`config.mk`:
```
export PLATFORM = sky130hd
export DESIGN_NAME = pwm_timer_counter_8bit_top
export DESIGN_NICKNAME = d
export VERILOG_FILES = /design/src/rtl/ptc_pkg.sv /design/src/rtl/ptc_cfg_regs.sv /design/src/rtl/ptc_core.sv /design/src/rtl/pwm_timer_counter_8bit_top.sv
export SDC_FILE = /design/constraint.sdc
export NUM_CORES = 1
export LEC_CHECK = 0
export ABC_AREA = 0
export BUFFER_PORTS_ARGS = -buffer_cell sky130_fd_sc_hd__buf_2
export CORE_ASPECT_RATIO = 1.4
export CORE_UTILIZATION = 56
export CTS_BUF_LIST = sky130_fd_sc_hd__clkbuf_8
export CTS_CLUSTER_DIAMETER = 60
export CTS_CLUSTER_SIZE = 30
export DETAILED_ROUTE_END_ITERATION = 16
export PLACE_DENSITY = 0.8
export SLEW_MARGIN = 10
export SYNTH_ARGS = -nofsm -noshare
export SYNTH_HDL_FRONTEND = slang
export SYNTH_SLANG_ARGS = --single-unit
```
`constraint.sdc`:
```
create_clock -name aclk -period 7.3 [get_ports aclk]
set_clock_uncertainty 0.1 [all_clocks]
set_input_delay 0.365 -clock aclk [delete_from_list [all_inputs] [get_ports aclk]]
set_output_delay 0.365 -clock aclk [all_outputs]
set_load 0.02 [all_outputs]
```
`src/rtl/ptc_pkg.sv`:
```
`default_nettype none

package ptc_pkg;

    localparam int CountW = 8;
    localparam int PhaseW = 10;
    localparam int CmdW   = 2;
    localparam int ModeW  = 3;
    localparam int CsW    = 3;
    localparam int ActW   = 2;
    localparam int CfgAddrW = 3;
    localparam int CfgDataW = 3;

    localparam logic [CountW-1:0] COUNT_MAX = 8'hFF;

    // Item commands.
    localparam logic [CmdW-1:0] CMD_TICK = 2'd0;
    localparam logic [CmdW-1:0] CMD_WR_A = 2'd1;
    localparam logic [CmdW-1:0] CMD_WR_B = 2'd2;

    // Pin actions.
    localparam logic [ActW-1:0] ACT_NONE   = 2'd0;
    localparam logic [ActW-1:0] ACT_TOGGLE = 2'd1;
    localparam logic [ActW-1:0] ACT_CLEAR  = 2'd2;
    localparam logic [ActW-1:0] ACT_SET    = 2'd3;

    // Clock select codes.
    localparam logic [CsW-1:0] CS_DIV1    = 3'd1;
    localparam logic [CsW-1:0] CS_DIV8    = 3'd2;
    localparam logic [CsW-1:0] CS_DIV64   = 3'd3;
    localparam logic [CsW-1:0] CS_DIV256  = 3'd4;
    localparam logic [CsW-1:0] CS_DIV1024 = 3'd5;

    // Waveform modes.
    localparam logic [ModeW-1:0] MODE_NORMAL      = 3'd0;
    localparam logic [ModeW-1:0] MODE_PWM_PC      = 3'd1;
    localparam logic [ModeW-1:0] MODE_CTC         = 3'd2;
    localparam logic [ModeW-1:0] MODE_PWM_FAST    = 3'd3;
    localparam logic [ModeW-1:0] MODE_PWM_PC_OCR  = 3'd5;
    localparam logic [ModeW-1:0] MODE_PWM_FAST_OCR = 3'd7;

    // Configuration register indexes.
    localparam logic [CfgAddrW-1:0] REG_WAVE_MODE    = 3'd0;
    localparam logic [CfgAddrW-1:0] REG_CLOCK_SELECT = 3'd1;
    localparam logic [CfgAddrW-1:0] REG_ACTION_A     = 3'd2;
    localparam logic [CfgAddrW-1:0] REG_ACTION_B     = 3'd3;
    localparam logic [CfgAddrW-1:0] REG_DRIVE_A      = 3'd4;
    localparam logic [CfgAddrW-1:0] REG_DRIVE_B      = 3'd5;

    typedef struct packed {
        logic [ModeW-1:0] wave_mode;
        logic [CsW-1:0]   clock_select;
        logic [ActW-1:0]  action_a;
        logic [ActW-1:0]  action_b;
        logic             drive_a;
        logic             drive_b;
    } cfg_t;

    typedef struct packed {
        logic             pin_b;
        logic             pin_a;
        logic             match_b_flag;
        logic             match_a_flag;
        logic             overflow_flag;
        logic [CountW-1:0] count;
    } result_t;

    function automatic logic mode_is_pwm(input logic [ModeW-1:0] mode);
        return (mode == MODE_PWM_PC) || (mode == MODE_PWM_FAST) ||
               (mode == MODE_PWM_PC_OCR) || (mode == MODE_PWM_FAST_OCR);
    endfunction

    function automatic logic mode_is_plain(input logic [ModeW-1:0] mode);
        return (mode == MODE_NORMAL) || (mode == MODE_CTC);
    endfunction

    function automatic logic mode_top_is_ocr(input logic [ModeW-1:0] mode);
        return (mode == MODE_CTC) || (mode == MODE_PWM_PC_OCR) ||
               (mode == MODE_PWM_FAST_OCR);
    endfunction

    function automatic logic wrap_action(input logic [ActW-1:0] act, input logic lvl);
        logic res;
        case (act)
            ACT_CLEAR: res = 1'b1;
            ACT_SET:   res = 1'b0;
            default:   res = lvl;
        endcase
        return res;
    endfunction

    function automatic logic match_action(input logic [ModeW-1:0] mode,
                                          input logic [ActW-1:0] act,
                                          input logic lvl);
        logic res;
        res = lvl;
        if (mode_is_plain(mode) || mode_is_pwm(mode)) begin
            case (act)
                ACT_TOGGLE: res = mode_is_plain(mode) ? ~lvl : lvl;
                ACT_CLEAR:  res = 1'b0;
                ACT_SET:    res = 1'b1;
                default:    res = lvl;
            endcase
        end
        return res;
    endfunction

endpackage

`default_nettype wire

```
`src/rtl/ptc_cfg_regs.sv`:
```
`default_nettype none

module ptc_cfg_regs (
    input  wire logic                            aclk,
    input  wire logic                            aresetn,
    input  wire logic                            cfg_wr_en,
    input  wire logic [ptc_pkg::CfgAddrW-1:0]    cfg_addr,
    input  wire logic [ptc_pkg::CfgDataW-1:0]    cfg_wdata,
    output ptc_pkg::cfg_t                        cfg
);
    import ptc_pkg::*;

    cfg_t cfg_reg;
    cfg_t cfg_next;

    always_comb begin
        cfg_next = cfg_reg;
        if (cfg_wr_en) begin
            case (cfg_addr)
                REG_WAVE_MODE:    cfg_next.wave_mode    = cfg_wdata[ModeW-1:0];
                REG_CLOCK_SELECT: cfg_next.clock_select = cfg_wdata[CsW-1:0];
                REG_ACTION_A:     cfg_next.action_a     = cfg_wdata[ActW-1:0];
                REG_ACTION_B:     cfg_next.action_b     = cfg_wdata[ActW-1:0];
                REG_DRIVE_A:      cfg_next.drive_a      = cfg_wdata[0];
                REG_DRIVE_B:      cfg_next.drive_b      = cfg_wdata[0];
                default:          cfg_next = cfg_reg;
            endcase
        end
    end

    always_ff @(posedge aclk) begin
        if (!aresetn) begin
            cfg_reg <= '0;
        end else begin
            cfg_reg <= cfg_next;
        end
    end

    assign cfg = cfg_reg;

endmodule

`default_nettype wire

```
`src/rtl/ptc_core.sv`:
```
`default_nettype none

module ptc_core (
    input  wire logic                          aclk,
    input  wire logic                          aresetn,
    input  wire ptc_pkg::cfg_t                 cfg,
    input  wire logic                          step,
    input  wire logic [ptc_pkg::CmdW-1:0]      cmd,
    input  wire logic [ptc_pkg::CountW-1:0]    value,
    output ptc_pkg::result_t                   result
);
    import ptc_pkg::*;

    logic [PhaseW-1:0] phase_reg,   phase_next;
    logic [CountW-1:0] counter_reg, counter_next;
    logic [CountW-1:0] buf_a_reg,   buf_a_next;
    logic [CountW-1:0] buf_b_reg,   buf_b_next;
    logic [CountW-1:0] act_a_reg,   act_a_next;
    logic [CountW-1:0] act_b_reg,   act_b_next;
    logic              level_a_reg, level_a_next;
    logic              level_b_reg, level_b_next;

    logic [PhaseW-1:0] phase_inc;
    logic              due;
    logic [CountW-1:0] top;
    logic [CountW:0]   count_inc;
    logic              wrap;
    logic              wrap_a, wrap_b;
    logic              match_a, match_b;

    assign phase_inc = phase_reg + PhaseW'(1);

    always_comb begin
        case (cfg.clock_select)
            CS_DIV1:    due = 1'b1;
            CS_DIV8:    due = (phase_inc[2:0] == '0);
            CS_DIV64:   due = (phase_inc[5:0] == '0);
            CS_DIV256:  due = (phase_inc[7:0] == '0);
            CS_DIV1024: due = (phase_inc == '0);
            default:    due = 1'b0;
        endcase
    end

    assign top       = mode_top_is_ocr(cfg.wave_mode) ? act_a_reg : COUNT_MAX;
    assign count_inc = {1'b0, counter_reg} + (CountW+1)'(1);

    always_comb begin
        phase_next   = phase_reg;
        counter_next = counter_reg;
        buf_a_next   = buf_a_reg;
        buf_b_next   = buf_b_reg;
        act_a_next   = act_a_reg;
        act_b_next   = act_b_reg;
        level_a_next = level_a_reg;
        level_b_next = level_b_reg;
        wrap         = 1'b0;
        wrap_a       = level_a_reg;
        wrap_b       = level_b_reg;
        match_a      = 1'b0;
        match_b      = 1'b0;

        case (cmd)
            CMD_WR_A: buf_a_next = value;
            CMD_WR_B: buf_b_next = value;
            CMD_TICK: begin
                phase_next = phase_inc;
                if (due) begin
                    wrap = (count_inc > {1'b0, top});
                    if (wrap) begin
                        counter_next = '0;
                        act_a_next   = buf_a_reg;
                        act_b_next   = buf_b_reg;
                        if (mode_is_pwm(cfg.wave_mode)) begin
                            if (cfg.drive_a) begin
                                wrap_a = wrap_action(cfg.action_a, level_a_reg);
                            end
                            if (cfg.drive_b) begin
                                wrap_b = wrap_action(cfg.action_b, level_b_reg);
                            end
                        end
                    end else begin
                        counter_next = count_inc[CountW-1:0];
                    end
                    // The match action is applied after the wrap action, so it wins.
                    match_a = (counter_next == act_a_next);
                    match_b = (counter_next == act_b_next);
                    level_a_next = (match_a && cfg.drive_a) ?
                        match_action(cfg.wave_mode, cfg.action_a, wrap_a) : wrap_a;
                    level_b_next = (match_b && cfg.drive_b) ?
                        match_action(cfg.wave_mode, cfg.action_b, wrap_b) : wrap_b;
                end
            end
            default: phase_next = phase_reg;
        endcase
    end

    always_ff @(posedge aclk) begin
        if (!aresetn) begin
            phase_reg   <= '0;
            counter_reg <= '0;
            buf_a_reg   <= '0;
            buf_b_reg   <= '0;
            act_a_reg   <= '0;
            act_b_reg   <= '0;
            level_a_reg <= 1'b0;
            level_b_reg <= 1'b0;
        end else if (step) begin
            phase_reg   <= phase_next;
            counter_reg <= counter_next;
            buf_a_reg   <= buf_a_next;
            buf_b_reg   <= buf_b_next;
            act_a_reg   <= act_a_next;
            act_b_reg   <= act_b_next;
            level_a_reg <= level_a_next;
            level_b_reg <= level_b_next;
        end
    end

    always_comb begin
        result.count         = counter_next;
        result.overflow_flag = wrap;
        result.match_a_flag  = match_a;
        result.match_b_flag  = match_b;
        result.pin_a         = level_a_next;
        result.pin_b         = level_b_next;
    end

endmodule

`default_nettype wire

```
`src/rtl/pwm_timer_counter_8bit_top.sv`:
```
// An accepted transfer reaches m_tdata through the input register, then the result register,
// and is held there while m_tready is low. Throughput: one transfer per cycle while m_tready
// is high; the counter update is a single increment and compare.
// Reset: aresetn is synchronous and active low; it clears the counter, prescaler phase,
// compare buffers, active compares, pin levels, configuration and both valid flags.
`default_nettype none

module pwm_timer_counter_8bit_top (
    input  wire logic                            aclk,
    input  wire logic                            aresetn,
    input  wire logic                            s_tvalid,
    output logic                                 s_tready,
    input  wire logic [7:0]                      s_tdata,   // value[7:0]
    input  wire logic [ptc_pkg::CmdW-1:0]        s_tuser,   // cmd[1:0]
    output logic                                 m_tvalid,
    input  wire logic                            m_tready,
    // count[7:0], overflow_flag[8], match_a_flag[9], match_b_flag[10], pin_a[11],
    // pin_b[12], zeros[15:13]
    output logic [15:0]                          m_tdata,
    input  wire logic                            cfg_wr_en,
    input  wire logic [ptc_pkg::CfgAddrW-1:0]    cfg_addr,
    input  wire logic [ptc_pkg::CfgDataW-1:0]    cfg_wdata
);
    import ptc_pkg::*;

    cfg_t    cfg;
    result_t result;

    logic              in_valid_reg;
    logic [CmdW-1:0]   in_cmd_reg;
    logic [CountW-1:0] in_value_reg;
    logic              out_valid_reg;
    result_t           out_data_reg;
    logic              advance;

    assign advance  = in_valid_reg && (!out_valid_reg || m_tready);
    assign s_tready = !in_valid_reg || advance;

    ptc_cfg_regs u_cfg (
        .aclk      (aclk),
        .aresetn   (aresetn),
        .cfg_wr_en (cfg_wr_en),
        .cfg_addr  (cfg_addr),
        .cfg_wdata (cfg_wdata),
        .cfg       (cfg)
    );

    ptc_core u_core (
        .aclk    (aclk),
        .aresetn (aresetn),
        .cfg     (cfg),
        .step    (advance),
        .cmd     (in_cmd_reg),
        .value   (in_value_reg),
        .result  (result)
    );

    always_ff @(posedge aclk) begin
        if (!aresetn) begin
            in_valid_reg  <= 1'b0;
            out_valid_reg <= 1'b0;
        end else begin
            if (s_tready) begin
                in_valid_reg <= s_tvalid;
            end
            if (advance) begin
                out_valid_reg <= 1'b1;
            end else if (m_tready) begin
                out_valid_reg <= 1'b0;
            end
        end
    end

    always_ff @(posedge aclk) begin
        if (s_tready && s_tvalid) begin
            in_cmd_reg   <= s_tuser;
            in_value_reg <= s_tdata;
        end
        if (advance) begin
            out_data_reg <= result;
        end
    end

    assign m_tvalid = out_valid_reg;
    assign m_tdata  = {3'b000, out_data_reg};

`ifndef SYNTHESIS
    // With the result register empty the block must always take a new transfer.
    assert property (@(posedge aclk) disable iff (!aresetn) !m_tvalid |-> s_tready)
        else $error("input stalled while result register empty");

    // A wrap always leaves the counter at zero.
    assert property (@(posedge aclk) disable iff (!aresetn)
        m_tvalid && m_tdata[8] |-> m_tdata[7:0] == '0)
        else $error("overflow reported with non-zero count");

    // A result only appears after an item has passed the input register.
    assert property (@(posedge aclk) disable iff (!aresetn)
        $rose(m_tvalid) |-> $past(in_valid_reg))
        else $error("result produced without an input item");

    assert property (@(posedge aclk) !aresetn |=> !m_tvalid && !in_valid_reg)
        else $error("valid flags not cleared by reset");
`endif

endmodule

`default_nettype wire

```
## After elaboration in Yosys (flattened, before gate mapping)

Index checks and enable logic that the tools add are counted.

| storage, ports and cells | value |
|---|---|
| bits in registers | 89 |
| input bits | 21 |
| output and inout bits | 18 |
| word-level logic and storage cells | 127 |

| cells by class | value |
|---|---|
| add/sub/neg operators | 2 |
| magnitude comparators | 1 |
| equality and inequality tests | 25 |
| muxes and demuxes | 39 |
| bitwise operators | 2 |
| reduce and logical (&&, ||, !) cells | 34 |

Operator list:

| operator | number |
|---|---|
| 2-to-1 mux 8 bit | 12 |
| 2-to-1 mux 1 bit | 22 |
| AND reduction 2 bit | 10 |
| equality test 3 x 2 -> 1 bit, second input constant | 6 |
| equality test 3 bit, second input constant | 6 |
| equality test 8 bit | 2 |
| adder 10 x 1 -> 10 bit, second input constant | 1 |
| equality test 2 bit, second input constant | 5 |
| zero test 10 bit | 1 |
| adder 8 x 1 -> 9 bit, second input constant | 1 |
| equality test 3 x 1 -> 1 bit, second input constant | 3 |
| greater-than comparator 9 x 8 -> 1 bit | 1 |
| zero test 3 bit | 3 |
| logical OR 1 bit | 9 |
| zero test 8 bit | 1 |
| equality test 2 x 1 -> 1 bit, second input constant | 3 |
| zero test 6 bit | 1 |
| case mux 1 bit (3 select lines) | 2 |
| case mux 1 bit (5 select lines) | 1 |
| logical AND 1 bit | 4 |
| case mux 1 bit (2 select lines) | 2 |
| AND reduction 3 bit | 1 |
| zero test 1 bit | 2 |
| zero test 2 bit | 1 |
| other kinds (2) | 3 |

## Depth between registers and ports, before layout

Gate-level depths: netlist of run 1.

| depth | value |
|---|---|
| word-level depth | 15 |
| depth in mapped cells | 15 |
| depth with buffers taken out | 13 |

## Cells and area by module

Synthesis of run 1 repeated with hierarchy kept, for this count alone.

| unflattened totals | value |
|---|---|
| cells, all modules | 503 |
| area, all modules | 4682.0 µm² |

By module, submodules not included:

| module | instances | cells an instance | area an instance (µm²) |
|---|---|---|---|
| ptc_core | 1 | 421 | 3357.0 |
| pwm_timer_counter_8bit_top | 1 | 36 | 820.8 |
| ptc_cfg_regs | 1 | 46 | 504.2 |

## Least setup slack after synthesis of run 1

Ideal clock, no wire load.

| timing | value |
|---|---|
| kind | flip-flop to flip-flop |
| start point | register u_core.counter_reg[0] |
| end point | register out_data_reg, in the netlist m_tdata[11] (data pin) |
| arrival time | 3.106 ns |
| data required time | 6.944 ns |
| path slack | 3.838 ns |
| cell stages (with the launch flop) | 14 |
| buffers on the path | 1 |
| period minus slack after synthesis | 3.462 ns |
| cells stage by stage | dfxtp_1 nand3_1 or3_1 clkbuf_1 xnor2_1 ha_1 nand3_1 nor2_1 o31a_1 o21ai_1 mux2_2 nor2_1 nand4_1 a31o_2 |

RTL lines:

| item | line | text |
|---|---|---|
| start: declaration | ptc_core.sv:15 | `logic [CountW-1:0] counter_reg, counter_next;` |
| start signal: assignment | ptc_core.sv:109 | `counter_reg <= counter_next;` |
| end signal: assignment | pwm_timer_counter_8bit_top.sv:80 | `out_data_reg <= result;` |
| end: declaration | pwm_timer_counter_8bit_top.sv:33 | `result_t out_data_reg;` |

## Worst setup path in the final report of run 1

| timing | value |
|---|---|
| start point | register u_core.counter_reg[0] |
| end point | register u_core.act_a_reg[0] |

| between the ends | value |
|---|---|
| word-level cells in the longest chain between the ends | 5 |

Ends and longest elaborated chain:

| item | line | text |
|---|---|---|
| adder 8 x 1 -> 9 bit | ptc_core.sv:45 | `assign count_inc = {1'b0, counter_reg} + (CountW+1)'(1);` |
| greater-than comparator 9 x 8 -> 1 bit | ptc_core.sv:68 | `wrap = (count_inc > {1'b0, top});` |
| 2-to-1 mux 8 bit | ptc_core.sv:69 | `if (wrap) begin` |
| 2-to-1 mux 8 bit | ptc_core.sv:67 | `if (due) begin` |
| 2-to-1 mux 8 bit | ptc_core.sv:62 | `case (cmd)` |
| end signal: assignment | ptc_core.sv:112 | `act_a_reg <= act_a_next;` |
| end: declaration | ptc_core.sv:18 | `logic [CountW-1:0] act_a_reg, act_a_next;` |

No other way between the ends. The select of a mux whose other input is x is not followed.
A chain may end at the register's enable or synchronous reset.

==> results of run 1 <==
-- critical path, cell delays in order (launching register included) --
cell	delay, ns
dfxtp_1	0.49
ha_1	0.36
nand3_1	0.17
xor2_1	0.40
inv_1	0.09
ha_1	0.35
nand4_1	0.15
nor3_1	0.08
and2_1	0.19
a21oi_1	0.54
and3_1	0.87
mux2i_1	0.28
nor2b_1	0.07
-- cell families after synthesis --
kind of cell / Yosys count
buffers and inverters: 35
AO/OA/AOI/OAI: 76
AND/OR/NAND/NOR: 209
other: 1
flip-flops: 89
XOR/XNOR: 28
multiplexers: 48
adder cells (fa/ha/maj): 11
-- power by group --
group / leakage, nW / switching, W / internal (W) / total, W
logic: 1.25 / 0.0000331 / 0.0000253 / 0.0000584
clock network: 0.102 / 0.000181 / 0.000159 / 0.000340
registers: 0.754 / 0.00000922 / 0.000517 / 0.000526
-- cell type report --
| cell class | instances | area share (%) |
|---|---|---|
| multi-input cells | 375 | 50.18 |
| flip-flops and latches | 89 | 39.25 |
| repair buffers | 35 | 3.417 |
| well taps | 102 | 2.490 |
| clock buffers | 9 | 2.416 |
| clock inverters | 7 | 1.367 |
| inverters | 12 | 0.8787 |
-- path summary, 6_finish.rpt --
kind	startpoint	slack, ns	cells past startpoint	endpoint
hold reg to reg	u_cfg.cfg[10]$_SDFFE_PN0P_	0.41	2	u_cfg.cfg[10]$_SDFFE_PN0P_
setup / recovery	u_core.counter_reg[0]$_SDFFE_PN0P_	3.06	12	u_core.act_a_reg[0]$_SDFFE_PN0P_
hold / removal	s_tdata[3]	0.06	1	in_value_reg[3]$_DFFE_PP_
setup reg to reg	u_core.counter_reg[0]$_SDFFE_PN0P_	3.06	12	u_core.act_a_reg[0]$_SDFFE_PN0P_
-- cells in the final DEF (no fill, tap or decap), drive strengths merged, types with 3 or more instances in the layout --
cell and n:
a211oi 3, a21boi 7, a21oi 21, a31o 3, a31oi 3, and2 16, and3 12, buf 35
clkbuf 9, conb 3, dfxtp 66, edfxtp 23, ha 11, inv 16, mux2i 46, nand2 35
nand2b 4, nand3 14, nand4 7, nor2 34, nor2b 52, nor3 8, nor4 5, nor4bb 3
o21ai 18, o31a 3, or3 6, xnor2 16, xor2 10
-- stage by stage --
stage | utilization [%] | hold WS [ns]
after floorplan | - | 0.3639
after global placement | 60.16 | 0.3969
after detailed placement | 60.16 | 0.3962
after CTS | 62.53 | 0.04604
after global routing | 62.53 | 0.04159
final | 62.53 | 0.06414
-- per-layer routing --
metal  track usage, %  up-vias  share of wire, %
met3            5.350       33               3.8
met1            27.74     1703                41
li1                 -     1807                 -
met2            41.37      112                52
met4            12.14        0               3.6
met5                0        -                 0
==> results.ini, run 1 <==
[outcome]
status=finished clean

[clock_network]
cts_tree=built
cts_max_level=3
cts_buffer_depth=2
post_cts_buffers=0
cts_buffers=9
root_buffer=clkbuf_8
clk_pin_slew_ns=0.09
clkSinkCount=89
clk_latency_ns=0.37
ctsResizeCount=0
holdBufCountCts=0

[drt]
via_count=3655
dr.pass1.iters=5
viasPerCell=5.811
drt_iter0_markers=191
wire_per_inst_um=15.81
drt-total-wl_mm=9.944
antenna_left=0
remaining_drc_errors=0

[power]
p_leak_nw=2.101
power_w=0.0009246
p_per_area_nw_per_um2=180.4
vdd_drop_max_mv=0.1401

[logic_synthesis]
seq_area_frac_synth_pct=42.26
async_reset_ff_share_pct=0
synthTopCellsByCount=dfxtp_1, nor2b_1, mux2i_1
synth-simple-area-share_pct=24.23
yosys.area_share.adder_pct=2.891
synth_top_area_share_pct=27.75
ys_seq_elements=89
ys_warn_count=0
ys.flop_type=dfxtp_1
synthCells=497
synth_enable_flop_cells=23
synthXorXnorAreaFrac_pct=5.782
muxShareOfSynthArea_pct=10.14
synth_top_family_by_area=simple AND/OR/NAND/NOR gates
synth.largest_area_cell=dfxtp_1
synth-compound-area-share_pct=10.70
synth_area_leaders=dfxtp_1, edfxtp_1, mux2i_1
synth_most_common_cell=dfxtp_1
syn_avg_cell_area_um2=9.579
synth_cell_types=61
netlist_area_um2=4761

[worst_setup_path]
cp_data_arrival_time_ns=4.41
worstSetupStartpointType=flop
crit_fanout=16
worstPathRequired_ns=7.46
end_kind=flop
criticalPathCategory=reg2reg

[finish]
seq_area_um2=2012
drive_above_1_share_pct=12.14
fin_cells=629
largest_reg_flops=13
syn2layout_area_growth_pct=7.674
nNetsFinal=554
multi_input_area_um2=2572
fillerInstances=719
diodes=0
design_area_um2=5126

[floorplan]
core_area_um2=8198
die_area_um2=8879
die_h_um=111.1
die_w_um=79.93
initial_core_util_pct=58.07
ioPinCount=39
num_rows=39

[placement]
pre_cts_slack_ns=3.098
dpl_cell_area_um2=4932
io_buffers=35
dp.cells=613
hpwl_mm=7.182
place.gp.congestion=0.9474

[timing]
tightest_slew_ns=1.142
timing.setup.tns_ns=0
period_minus_slack_ns=4.243
grt_setup_unrepaired=no
setup_viol=0
final-hold-violation-count=0
slew_headroom_pct=23.55
layout_setup_ws_ns=3.057
period_share_pct=58.13
drv_slew=0
fmax_ghz=0.2357

[grt]
gr-total-overflow=0
grt_pass1_wl_mm=16.56
grt_pass1_vias=3499
antenna_found_initial=0
grt_max_degree=68
grt_use_total_pct=24.19

[run]
drv_cap=0

[worst_hold_path]
holdCritPathClass=in2reg

Power figures use the tool's default switching activity.
==> run 2, diff against run 1 <==
Settings changed: ABC_AREA 0 to 1, PLACE_DENSITY 0.8 to 0.83.
Clock period 7.3 ns to 3.5 ns, I/O delays scaled along.
==> run 2 against run 1 <==
  * The flow now finishes with violations (negative hold slack)
  * Non-clock buffer count increased by 26
  * Final cell count increased by 28%
  * Worst hold slack got worse by 0.069 ns
  * Combinational power increased to 3.5 times the previous value
  * Flip-flop and latch count unchanged
==> results.ini, run 2 <==
[outcome]
status=complete, but fails checks
violations=negative hold slack

[power]
p_sw_w=0.0005074
pwr-share-comb_pct=10.3
seqPwrFrac_pct=55.3
power.internal_w=0.001502
clockPowerShare_pct=34.4
vdd_drop_max_mv=0.4049
p_per_area_nw_per_um2=374.8
power_w=0.002009
p_sw_share_pct=25.25
p_leak_nw=2.477

[worst_setup_path]
r2r-end=m_tdata[12]$_DFFE_PP_
critPathTopFamily=simple AND/OR/NAND/NOR gates
reg2reg_slack_ns=0.21
worstPathRequired_ns=3.52
cpPeakStageDelay_ns=0.43
regToRegStartpoint=u_core.counter_reg[5]$_SDFFE_PN0P_
end_kind=flop
path_buf_inv=2
worst_path_max_delay_cell=dfxtp_1
reg2reg_depth=19
worstSetupStartpointType=flop
crit_path_cell_trace=nand2_1 -> nand3b_1 -> xnor2_1 -> ha_1 -> nand3_1 -> inv_1 -> nand3_1 -> or2_4 -> buf_6 -> nand3_1 -> nand2_1 -> nand2_1 -> nand2_1 -> nor2_1 -> nand2_1 -> nor2_2 -> nand3_1 -> nand3_1 -> o21ai_0
crit_fanout=13
cp_data_arrival_time_ns=3.31
criticalPathCategory=reg2reg
crit_path_start=u_core.counter_reg[5]$_SDFFE_PN0P_

[floorplan]
num_rows=39
die_h_um=110.2
core_area_um2=8149
die_w_um=79.32
die_area_um2=8745
initial_core_util_pct=57.52
ioPinCount=39

[drt]
wire_per_inst_um=13.78
drt_iter0_markers=451
dr.pass1.iters=5
viasPerCell=5.448
drt-total-wl_mm=11.11
antenna_left=0
remaining_drc_errors=0
via_count=4391

[logic_synthesis]
synth_most_common_cell=nand2_1
synth_top_area_share_pct=28.19
netlist_area_um2=4687
synthCells=651
syn_avg_cell_area_um2=7.200
ys_warn_count=0
synthTopCellsByCount=nand2_1, inv_1, o21ai_0
seq_area_frac_synth_pct=42.93
ys.flop_type=dfxtp_1
synth.largest_area_cell=dfxtp_1
synth_cell_types=35
synth_area_leaders=dfxtp_1, edfxtp_1, nand2_1
ys_seq_elements=89
async_reset_ff_share_pct=0
synth_enable_flop_cells=23

[grt]
antenna_found_initial=0
grt_max_degree=56
grt_pass1_wl_mm=17.67
gr-total-overflow=0
grt_use_total_pct=26.40
grt_pass1_vias=4031

[timing]
holdWs_ns=-0.004449
drv_slew=0
fmax_ghz=0.3044
timing.setup.tns_ns=0
slew_headroom_pct=46.35
tightest_slew_ns=0.8047
setup_viol=0
period_share_pct=93.87
final-hold-violation-count=1
period_minus_slack_ns=3.285

[worst_hold_path]
hold_depth=4
min_delay_worst_endpoint=m_tvalid$_SDFFE_PN0P_
min_from=m_tready
holdCritPathClass=in2reg

[clock_network]
cts_tree=built
clkSinkCount=89
clk_latency_ns=0.37
root_buffer=clkbuf_8
clk_pin_slew_ns=0.09
cts_buffers=9
cts_buffer_depth=2
cts_max_level=3

[finish]
layout_commonest_cell=nand2_1
syn2layout_area_growth_pct=14.39
drive_above_1_share_pct=13.07
nNetsFinal=731
fin_cells=806
utilization_pct=65.79
design_area_um2=5361
mostFrequentLayoutCells=nand2_1, inv_1, o21ai_0
diodes=0
largest_reg_flops=13

[placement]
place.gp.congestion=0.9466
hpwl_mm=7.903
io_buffers=35
dp.cells=775
dpl_cell_area_um2=4926

[run]
drv_cap=0

run 2: routing by layer:
metal	up-vias	global-route usage (%)	share of wire, %
met5	-	0	0
met4	0	16.49	3.9
met3	40	5.103	5.0
met2	162	46.67	50
met1	1985	28.91	41
li1	2204	-	-
run 2: kinds of logic after synthesis:
kind of cell	share of synthesized area, %
and+or+nand+nor	25.68
AOI/OAI and AO/OA	14.90
buffers and inverters	11.05
DFF	42.93
xor gates and xnor gates	2.429
adders and majority gates	2.936
other	0.08001
run 2: power groups by stage:
stage | logic [W] | clock network (W) | registers, W
floorplan | 0.000125 | 0 | 0.00114
global placement | 0.000183 | 0 | 0.00113
detailed placement | 0.000189 | 0 | 0.00114
CTS | 0.000200 | 0.000695 | 0.00111
global route | 0.000232 | 0.000748 | 0.00112
finish | 0.000207 | 0.000691 | 0.00111
run 2: worst min-delay path: stages:
cell and delay [ns]:
buf_2 0.08, inv_1 0.04, nand2_1 0.07, a21oi_1 0.06
run 2: worst max path at each step:
stage	endpoint	slack [ns]	cells past startpoint
4_1_cts	m_tdata[12]$_DFFE_PP_	0.05	21
5_1_grt	m_tdata[11]$_DFFE_PP_	-0.01	22
2_1_floorplan	m_tdata[12]$_DFFE_PP_	0.37	23
3_3_place_gp	m_tdata[12]$_DFFE_PP_	0.13	21
3_5_place_dp	m_tdata[12]$_DFFE_PP_	-0.10	21
6_report	m_tdata[12]$_DFFE_PP_	0.21	19
run 2: what timing repair did:
| action | CTS | global route |
|---|---|---|
| hold buffers | 12 | 0 |
| endpoints found under the setup margin | 3 | 6 |
| buffers inserted | 0 | 2 |
| gates resized for setup | 2 | 22 |
| pin swaps | 0 | 4 |
| endpoints found under the hold margin | 13 | 0 |
| cloned | 0 | 1 |
run 2: cell type report:
| cell class | instances | area (µm²) |
|---|---|---|
| fillers | 724 | 2788 |
| multi-input cells | 443 | 2243 |
| flip-flops and latches | 89 | 2024 |
| repair buffers | 61 | 420.4 |
| inverters | 95 | 356.6 |
| clock buffers | 10 | 137.6 |
| well taps | 102 | 127.6 |
| clock inverters | 6 | 51.30 |
run 2: stage by stage:
step | hold WS [ns] | setup WS [ns]
6_report | -0.004449 | 0.2146
3_3_place_gp | 0.2547 | 0.1277
4_1_cts | 0.01602 | 0.04748
2_1_floorplan | 0.1739 | 0.3661
3_5_place_dp | 0.2531 | -0.1012
5_1_grt | 0.02843 | -0.01171
